### src/hw/rtl/spq_pkg.sv
// ----------------------------------------------------------------------------
// spq_pkg: shared types and codes of the sorted priority queue
// Request and response structs, the stored entry layout and the status codes.
// ----------------------------------------------------------------------------
package spq_pkg;

	localparam logic OP_INSERT = 1'b0;
	localparam logic OP_REMOVE = 1'b1;

	localparam logic [1:0] ST_DONE  = 2'd0;
	localparam logic [1:0] ST_FULL  = 2'd1;
	localparam logic [1:0] ST_EMPTY = 2'd2;

	typedef struct packed {
		logic              operation;
		logic signed [31:0] value;
		logic signed [31:0] priority_req;
	} req_t;

	typedef struct packed {
		logic [1:0]         status;
		logic [4:0]         entry_count;
		logic               is_empty;
		logic signed [31:0] head_value;
		logic signed [31:0] head_priority;
	} rsp_t;

	// Priority in the upper half, value in the lower half.
	typedef struct packed {
		logic signed [31:0] prio;
		logic signed [31:0] value;
	} entry_t;

	typedef struct packed {
		logic   en;
		entry_t data;
	} wr_ctl_t;

endpackage

### src/hw/rtl/spq_store.sv
// ----------------------------------------------------------------------------
// spq_store: entry memory of the sorted priority queue
// One write port and one read port, read data registered.
// ----------------------------------------------------------------------------
module spq_store #(
	parameter int DEPTH = 16
) (
	input  logic                      clk,
	input  spq_pkg::wr_ctl_t          wr,
	input  logic [$clog2(DEPTH)-1:0]  waddr,
	input  logic [$clog2(DEPTH)-1:0]  raddr,
	output spq_pkg::entry_t           rdata
);

	spq_pkg::entry_t mem_q [DEPTH];

	always_ff @(posedge clk) begin
		if (wr.en) begin
			mem_q[waddr] <= wr.data;
		end
		rdata <= mem_q[raddr];
	end

endmodule

### src/hw/rtl/sorted_priority_queue.sv
// Each request walks the sequencer: an insert compares entries from the tail, moving each
// one of lower or equal priority down, then writes the new entry; a remove moves the entries
// behind the head up. A dropped insert, or a remove that leaves or finds the queue empty,
// skips the walk. One request at a time, taken in the cycle after the previous response is
// loaded, which waits while the response register is held; each visit reads, then writes.
// Reset (arst_n low, asynchronous) empties the queue at once; the memory is not cleared.
// ----------------------------------------------------------------------------
// sorted_priority_queue: bounded priority queue kept in descending order
// A small sequencer walks the entry memory, using one signed priority compare
// to place inserts and one move path to close the gap left by removals.
// ----------------------------------------------------------------------------
module sorted_priority_queue #(
	parameter int QUEUE_DEPTH = 16
) (
	input  logic          clk,
	input  logic          arst_n,
	input  logic          req_valid,
	output logic          req_stall,
	input  spq_pkg::req_t req,
	output logic          rsp_valid,
	input  logic          rsp_stall,
	output spq_pkg::rsp_t rsp
);

	localparam int AW = $clog2(QUEUE_DEPTH);
	localparam int CW = $clog2(QUEUE_DEPTH + 1);

	// Sequencer states.
	localparam logic [3:0] S_IDLE      = 4'd0;
	localparam logic [3:0] S_INS_RD    = 4'd1;
	localparam logic [3:0] S_INS_CMP   = 4'd2;
	localparam logic [3:0] S_INS_PUT   = 4'd3;
	localparam logic [3:0] S_REM_RD    = 4'd4;
	localparam logic [3:0] S_REM_WR    = 4'd5;
	localparam logic [3:0] S_HEAD_RD   = 4'd6;
	localparam logic [3:0] S_HEAD_WAIT = 4'd7;
	localparam logic [3:0] S_DONE      = 4'd8;

	logic [3:0]      state_q;
	logic [CW-1:0]   count_q;
	logic [CW-1:0]   idx_q;
	logic [1:0]      status_q;
	logic            rsp_valid_q;
	spq_pkg::req_t   item_q;
	spq_pkg::entry_t head_q;
	spq_pkg::rsp_t   rsp_q;

	logic             req_take;
	logic             rsp_free;
	logic [CW-1:0]    idx_p1;
	logic [CW-1:0]    idx_m1;
	logic             prio_le;
	logic [31:0]      count_wide;
	spq_pkg::entry_t  new_entry;
	spq_pkg::entry_t  rdata;
	spq_pkg::wr_ctl_t wr;
	logic [AW-1:0]    waddr;
	logic [AW-1:0]    raddr;

	// A new request is taken only while the sequencer is idle.
	assign req_stall = (state_q != S_IDLE);
	assign req_take  = req_valid && (state_q == S_IDLE);

	// The response register is free when empty or being drained this cycle.
	assign rsp_free  = !rsp_valid_q || !rsp_stall;
	assign rsp_valid = rsp_valid_q;
	assign rsp       = rsp_q;

	assign idx_p1 = idx_q + CW'(1);
	assign idx_m1 = idx_q - CW'(1);

	assign new_entry.prio  = item_q.priority_req;
	assign new_entry.value = item_q.value;

	// The shared compare: a stored entry whose priority is not greater than
	// the new one moves down one place, so equal priorities put the newest
	// entry ahead.
	assign prio_le = (rdata.prio <= item_q.priority_req);

	assign count_wide = 32'(count_q);

	// Memory access for the current step.
	always_comb begin
		wr.en   = 1'b0;
		wr.data = new_entry;
		waddr   = '0;
		raddr   = idx_q[AW-1:0];
		unique case (state_q)
			S_INS_CMP: begin
				wr.en = 1'b1;
				waddr = idx_p1[AW-1:0];
				if (prio_le) begin
					wr.data = rdata;
				end
			end
			S_INS_PUT: begin
				wr.en = 1'b1;
				waddr = '0;
			end
			S_REM_WR: begin
				wr.en   = 1'b1;
				wr.data = rdata;
				waddr   = idx_m1[AW-1:0];
			end
			S_HEAD_RD: begin
				raddr = '0;
			end
			default: begin
			end
		endcase
	end

	spq_store #(
		.DEPTH(QUEUE_DEPTH)
	) u_store (
		.clk  (clk),
		.wr   (wr),
		.waddr(waddr),
		.raddr(raddr),
		.rdata(rdata)
	);

	// Sequencer and control state.
	always_ff @(posedge clk or negedge arst_n) begin
		if (!arst_n) begin
			state_q     <= S_IDLE;
			count_q     <= '0;
			idx_q       <= '0;
			status_q    <= spq_pkg::ST_DONE;
			rsp_valid_q <= 1'b0;
		end else begin
			if (rsp_valid_q && !rsp_stall) begin
				rsp_valid_q <= 1'b0;
			end
			unique case (state_q)
				S_IDLE: begin
					if (req_take) begin
						status_q <= spq_pkg::ST_DONE;
						if (req.operation == spq_pkg::OP_INSERT) begin
							if (count_q == CW'(QUEUE_DEPTH)) begin
								status_q <= spq_pkg::ST_FULL;
								state_q  <= S_HEAD_RD;
							end else if (count_q == '0) begin
								state_q <= S_INS_PUT;
							end else begin
								idx_q   <= count_q - CW'(1);
								state_q <= S_INS_RD;
							end
						end else begin
							if (count_q == '0) begin
								status_q <= spq_pkg::ST_EMPTY;
								state_q  <= S_HEAD_RD;
							end else if (count_q == CW'(1)) begin
								count_q <= '0;
								state_q <= S_HEAD_RD;
							end else begin
								idx_q   <= CW'(1);
								state_q <= S_REM_RD;
							end
						end
					end
				end
				S_INS_RD: begin
					state_q <= S_INS_CMP;
				end
				S_INS_CMP: begin
					if (prio_le) begin
						if (idx_q == '0) begin
							state_q <= S_INS_PUT;
						end else begin
							idx_q   <= idx_m1;
							state_q <= S_INS_RD;
						end
					end else begin
						count_q <= count_q + CW'(1);
						state_q <= S_HEAD_RD;
					end
				end
				S_INS_PUT: begin
					count_q <= count_q + CW'(1);
					state_q <= S_HEAD_RD;
				end
				S_REM_RD: begin
					state_q <= S_REM_WR;
				end
				S_REM_WR: begin
					if (idx_p1 == count_q) begin
						count_q <= count_q - CW'(1);
						state_q <= S_HEAD_RD;
					end else begin
						idx_q   <= idx_p1;
						state_q <= S_REM_RD;
					end
				end
				S_HEAD_RD: begin
					if (count_q == '0) begin
						state_q <= S_DONE;
					end else begin
						state_q <= S_HEAD_WAIT;
					end
				end
				S_HEAD_WAIT: begin
					state_q <= S_DONE;
				end
				S_DONE: begin
					if (rsp_free) begin
						rsp_valid_q <= 1'b1;
						state_q     <= S_IDLE;
					end
				end
				default: begin
					state_q <= S_IDLE;
				end
			endcase
		end
	end

	// Payload registers: the request being worked on, the head entry read
	// back at the end, and the response presented to the consumer.
	always_ff @(posedge clk) begin
		if (req_take) begin
			item_q <= req;
		end
		if (state_q == S_HEAD_RD && count_q == '0) begin
			head_q <= '0;
		end
		if (state_q == S_HEAD_WAIT) begin
			head_q <= rdata;
		end
		if (state_q == S_DONE && rsp_free) begin
			rsp_q.status        <= status_q;
			rsp_q.entry_count   <= count_wide[4:0];
			rsp_q.is_empty      <= (count_q == '0);
			rsp_q.head_value    <= head_q.value;
			rsp_q.head_priority <= head_q.prio;
		end
	end

endmodule

### config.mk
export PLATFORM = sky130hd
export DESIGN_NAME = sorted_priority_queue
export DESIGN_NICKNAME = d
export VERILOG_FILES = /design/src/hw/rtl/spq_pkg.sv /design/src/hw/rtl/spq_store.sv /design/src/hw/rtl/sorted_priority_queue.sv
export SDC_FILE = /design/constraint.sdc
export NUM_CORES = 2
export LEC_CHECK = 0
export BUFFER_PORTS_ARGS = -buffer_cell sky130_fd_sc_hd__buf_2
export CAP_MARGIN = 25
export CORE_ASPECT_RATIO = 0.75
export CORE_MARGIN = 1
export CORE_UTILIZATION = 40
export CTS_BUF_LIST = sky130_fd_sc_hd__clkbuf_8
export DETAILED_ROUTE_END_ITERATION = 10
export PLACE_DENSITY = 0.52
export SYNTH_ARGS = -nofsm -noshare
export SYNTH_HDL_FRONTEND = slang
export SYNTH_SLANG_ARGS = --single-unit
export TNS_END_PERCENT = 100
### constraint.sdc
create_clock -name clk -period 14.3 [get_ports clk]
set_input_delay 2.86 -clock clk [delete_from_list [all_inputs] [get_ports clk]]
set_output_delay 2.86 -clock clk [all_outputs]
set_load 0.02 [all_outputs]
; ---- Word-level counts from Yosys, hierarchy flattened
; Memory sizes are Yosys's and may differ from the RTL's. A register that Yosys moved wholly into a read port is not among the register bits.
; Index checks and enable logic that the tools add are counted.
[word_totals]
regBits = 217
out_inout_bits = 74
memories = 1
input_bits = 69
ram_bits = 1024
word_cells = 106
[memory_table]
columns = memory, depth, width, rd, rd_ports_with_merged_regs, wr, line_no
row1 = u_store.mem_q, 16, 64, 1, 1, 1, spq_store.sv:15  ; spq_pkg::entry_t mem_q [DEPTH];
[op_classes]
n_reduce_logical = 19
mux = 44
order_cmp = 1
addsub = 4
eq_ne = 23
[op_table]
columns = op, n
row1 = 64-bit two-way mux, 3
row2 = 64-bit case mux with 2 select lines, 1
row3 = 5-bit two-way mux, 15
row4 = 4-bit case mux with 9 select lines, 1
row5 = 32-bit less-or-equal comparator, 1
row6 = 4-bit two-way mux, 6
row7 = 5-bit case mux with 4 select lines, 1
row8 = "2-bit != test, second input constant", 9
row9 = "4-bit by 3-bit equality test with 1-bit output, second input constant", 4
row10 = 5-bit case mux with 3 select lines, 1
row11 = 2-bit two-way mux, 7
row12 = "5-bit by 1-bit adder with 5-bit output, second input constant", 2
row13 = 5-bit logical NOT, 2
row14 = "5-bit by 1-bit subtractor with 5-bit output, second input constant", 2
row15 = "4-bit by 2-bit equality test with 1-bit output, second input constant", 2
row16 = 4-bit case mux with 2 select lines, 1
row17 = 8-bit AND reduction, 1
row18 = 4-bit nonzero test, 2
row19 = 1-bit two-way mux, 7
row20 = 7-bit AND reduction, 1
row21 = "3-bit != test, second input constant", 2
row22 = "5-bit by 1-bit equality test with 1-bit output, second input constant", 1
row23 = 5-bit equality test, 1
row24 = "5-bit equality test, second input constant", 1
row25 = 12 further kinds, 17

; ---- Longest topological paths before layout
[depth]
word_depth = 6
depth_mapped = 13
ltp_nobuf = 10

; ---- Cells and area by module
; A second synthesis with hierarchy kept.
[unflattened]
cells_unflattened = 2303
hier_area_um2 = 49159.6
[modules_own_cells]
columns = mod, n_inst, cells_each, area_per_inst_um2
row1 = spq_store, 1, 1647, 39581.7
row2 = sorted_priority_queue, 1, 656, 9577.9

; ---- Worst setup path before layout
; Ideal clock, no wire load.
[synth_path]
path_kind = input-to-reg
startpoint = input port rsp_stall
endpoint = register rsp_q, in the netlist rsp[0], enable pin
setup_ns = 0.526
path_slack_ns = 7.402
t_arrival_ns = 6.372
stages = 1
path_cell_list = a21oi_1
[synth_between]
elab_chain_cells = 3
[synth_lines]
columns = item, line_no
row1 = "start, declared", sorted_priority_queue.sv:21  ; input logic rsp_stall,
row2 = 1-bit logical NOT, sorted_priority_queue.sv:65  ; assign rsp_free = !rsp_valid_q || !rsp_stall;
row3 = 1-bit logical OR, sorted_priority_queue.sv:65
row4 = 1-bit logical AND, sorted_priority_queue.sv:230  ; if (state_q == S_DONE && rsp_free) begin
row5 = "end, declared", sorted_priority_queue.sv:46  ; spq_pkg::rsp_t rsp_q;
; No other way between the ends.
; A chain may end at the register's enable or synchronous reset.

==> metrics.txt <==
max-cap violation count 0; clock-pin slew on the worst setup and hold paths ~0.06 ns; Period Utilization, post-route 0.348; CP arrival 5.54 ns; Clock power frac 0.253; synth warn 0; DP Wirelength 62200 um; Residual DRC 0; number of global-route vias before repair between 20000 and 30000; Peak VDD IR roughly 0.00021 V; Synth top area share 0.734; Place WS slightly above 9 ns; Seq pwr share 0.436; P_sw approximately 4.3 mW; ranking of synthesized cells by area edfxtp_1, mux4_2, dfxtp_1; initial antenna violation count 9; Seq cells post-synth about 1300; layout net count roughly 3400; Synth Flop Type edfxtp_1; WL/cell 24.5 um; first-pass GRT wire length between 150000 and 200000 um; Sw Ratio 0.346; num ports 143; final setup margin just over 9 ns; most common cell after layout, fill and taps aside edfxtp_1; CTS Sinks 1305; Cell Count, Final, Fillers Out 5141; crit end category flop; placed insts around 4800; CTS-repair resized insts 0; Area Growth Syn to Fin 13.8%; Final Max Tran Viols 0; pwr dens roughly 220 nW/um^2; largest fanout on the critical path 34; Starting Density 0.403; Placed Area around 53000 um^2; combinational power share 0.311; final instance area 57000 um^2; DR vias between 20000 and 30000; Hold Slack 0.417 ns; # rows between 100 and 150; status finished, final reports clean; Clock Skew approximately 0.042 ns; TritonCTS clock tree done; unrepaired setup endpoints after global routing no; RD Place Congestion 0.797; Cells after Synth a little over 3000; Final Power around 12 mW; Synth Cell Area approximately 50000 um^2; Leakage 18.6 nW; later-pin clock latency in the skew report slightly above 0.9 ns; Final ANT Viol Nets 0; Starting DRT DRC Count ~2800; Worst slew margin 0.221; Synth Area per Inst 16.2 um^2; Final TNS setup 0 ns; Clock Path Buffers 3; Root Buffer clkbuf_8; worst-margin pin slew 1.17 ns; port bufs 142; EDFF count, synth 1224; cts bufs inserted between 200 and 250; Avg Vias per Cell 5.52; Power Internal ~8 mW; Max Clk Rate between 200 and 250 MHz; die area roughly 130000 um^2; largest net degree at the start of global routing 248; total wire length between 100000 and 150000 um; hold_buf cts 0; CP Class reg2reg; Worst EP required about 15 ns; post-CTS setup buffer count 0; Setup crit start kind flop; commonest cells after routing, fill and taps aside edfxtp_1, nand2_1, clkbuf_8; # setup viols final 0; final hold violation count 0; overflow left after global routing 0; total track usage 0.198; H-tree depth 4; hold crit path type reg2reg; post-synth cell types 61; min Tclk post-route around 5 ns; Seq/Total Area, Yosys 0.768; TritonRoute pass-1 iters 5; Die Ht slightly above 300 um; biggest area consumer among synthesized cells edfxtp_1; Final Util 0.459; layout cells sized above 1 0.181; core box area 124000 um^2; Synthesized Nets approximately 3200; FFs w/ async S/R, synth 0.0130; Die Wd roughly 410 um
[layout make-up]
cell class / instances / area, um^2
diodes: 3 / 7.51
clock buffers: 241 / 3320
clock inverters: 141 / 841
fillers: 10700 / 67300
inverters: 43 / 163
multi-input cells: 1526 / 10700
flip-flops and latches: 1305 / 38500
well taps: 1653 / 2070
repair buffers: 229 / 1490
[synthesized netlist by cell type (4+ instances only)]
| master | number |
|---|---|
| nor4_1 | 4 |
| o22ai_1 | 133 |
| nand3b_1 | 4 |
| a221oi_1 | 7 |
| nor3_1 | 7 |
| dfxtp_1 | 64 |
| mux2_1 | 22 |
| a31oi_1 | 130 |
| o221ai_1 | 129 |
| edfxtp_1 | 1224 |
| clkbuf_1 | 171 |
| dfrtp_1 | 17 |
| nand4_1 | 11 |
| buf_1 | 13 |
| a211oi_1 | 135 |
| nand2_1 | 295 |
| xnor2_1 | 6 |
| mux2_2 | 12 |
| ha_1 | 37 |
| buf_2 | 17 |
| nand3_1 | 10 |
| nor2_1 | 37 |
| o21a_1 | 5 |
| inv_1 | 43 |
| mux2i_1 | 4 |
| o21ai_0 | 207 |
| buf_6 | 20 |
| mux4_2 | 64 |
| a21oi_1 | 28 |
| and2_1 | 194 |
[critical path, stage by stage, from the launching register on]
cell      delay, ns
edfxtp_1       0.37
inv_1          0.09
ha_1           0.25
a21oi_1        0.19
o21a_1         0.15
o22ai_1        0.09
o41ai_1        0.79
a31oi_1        0.24
and2_1         0.33
o21ai_4        0.64
buf_4          0.82
mux2_1         0.59
[cells by family (layout without fill, tap and decap cells)]
group                    count (synthesis)  in the layout  synth area share
buffers and inverters                  265            654            0.0233
AO/OA/AOI/OAI                          798            798             0.105
other                                    0              3                 0
XOR/XNOR                                 8              8           0.00140
multiplexers                           102            102            0.0372
flip-flops                            1305           1305             0.768
adder cells (fa/ha/maj)                 37             37           0.00924
AND/OR/NAND/NOR                        581            581            0.0560
[sequential cells by signal, indices dropped and copies added, names as in the netlist]
name	flops
u_store.mem_q	1024
rsp_valid	1
idx_q	5
rsp	72
state_q	4
status_q	2
item_q	64
count_q	5
head_q	64
u_store.rdata	64
[final timing paths]
check / depth (start not counted) / slack (ns) / to / from
setup / recovery: 11 / 9.32 / u_store.mem_q[9][16] / item_q[5]
hold / removal: 0 / 0.42 / rsp[23] / head_q[55]
setup reg to reg: 11 / 9.32 / u_store.mem_q[9][16] / item_q[5]
hold reg to reg: 0 / 0.42 / rsp[23] / head_q[55]
max in group asynchronous: 1 / 12.05 / idx_q[0] / arst_n
min in group asynchronous: 1 / 1.91 / count_q[1] / arst_n
[power groups by stage]
stage | Sequential [mW] | Clock, mW | Combinational, mW
6_report | 5.43 | 3.15 | 3.87
5_1_grt | 5.48 | 3.39 | 4.24
4_1_cts | 5.43 | 3.23 | 3.87
3_5_place_dp | 5.51 | 0 | 3.85
3_3_place_gp | 5.49 | 0 | 3.76
2_1_floorplan | 5.42 | 0 | 2.62
[per-layer routing]
layer	wire, um	share of wire	vias up	global-route usage
met5	13	0.00010	-	0
met2	59000	0.47	948	0.314
met3	8550	0.068	168	0.0446
met1	56300	0.45	14500	0.274
li1	-	-	12700	-
met4	2250	0.018	2	0.0587
Power figures use the tool's default switching activity.
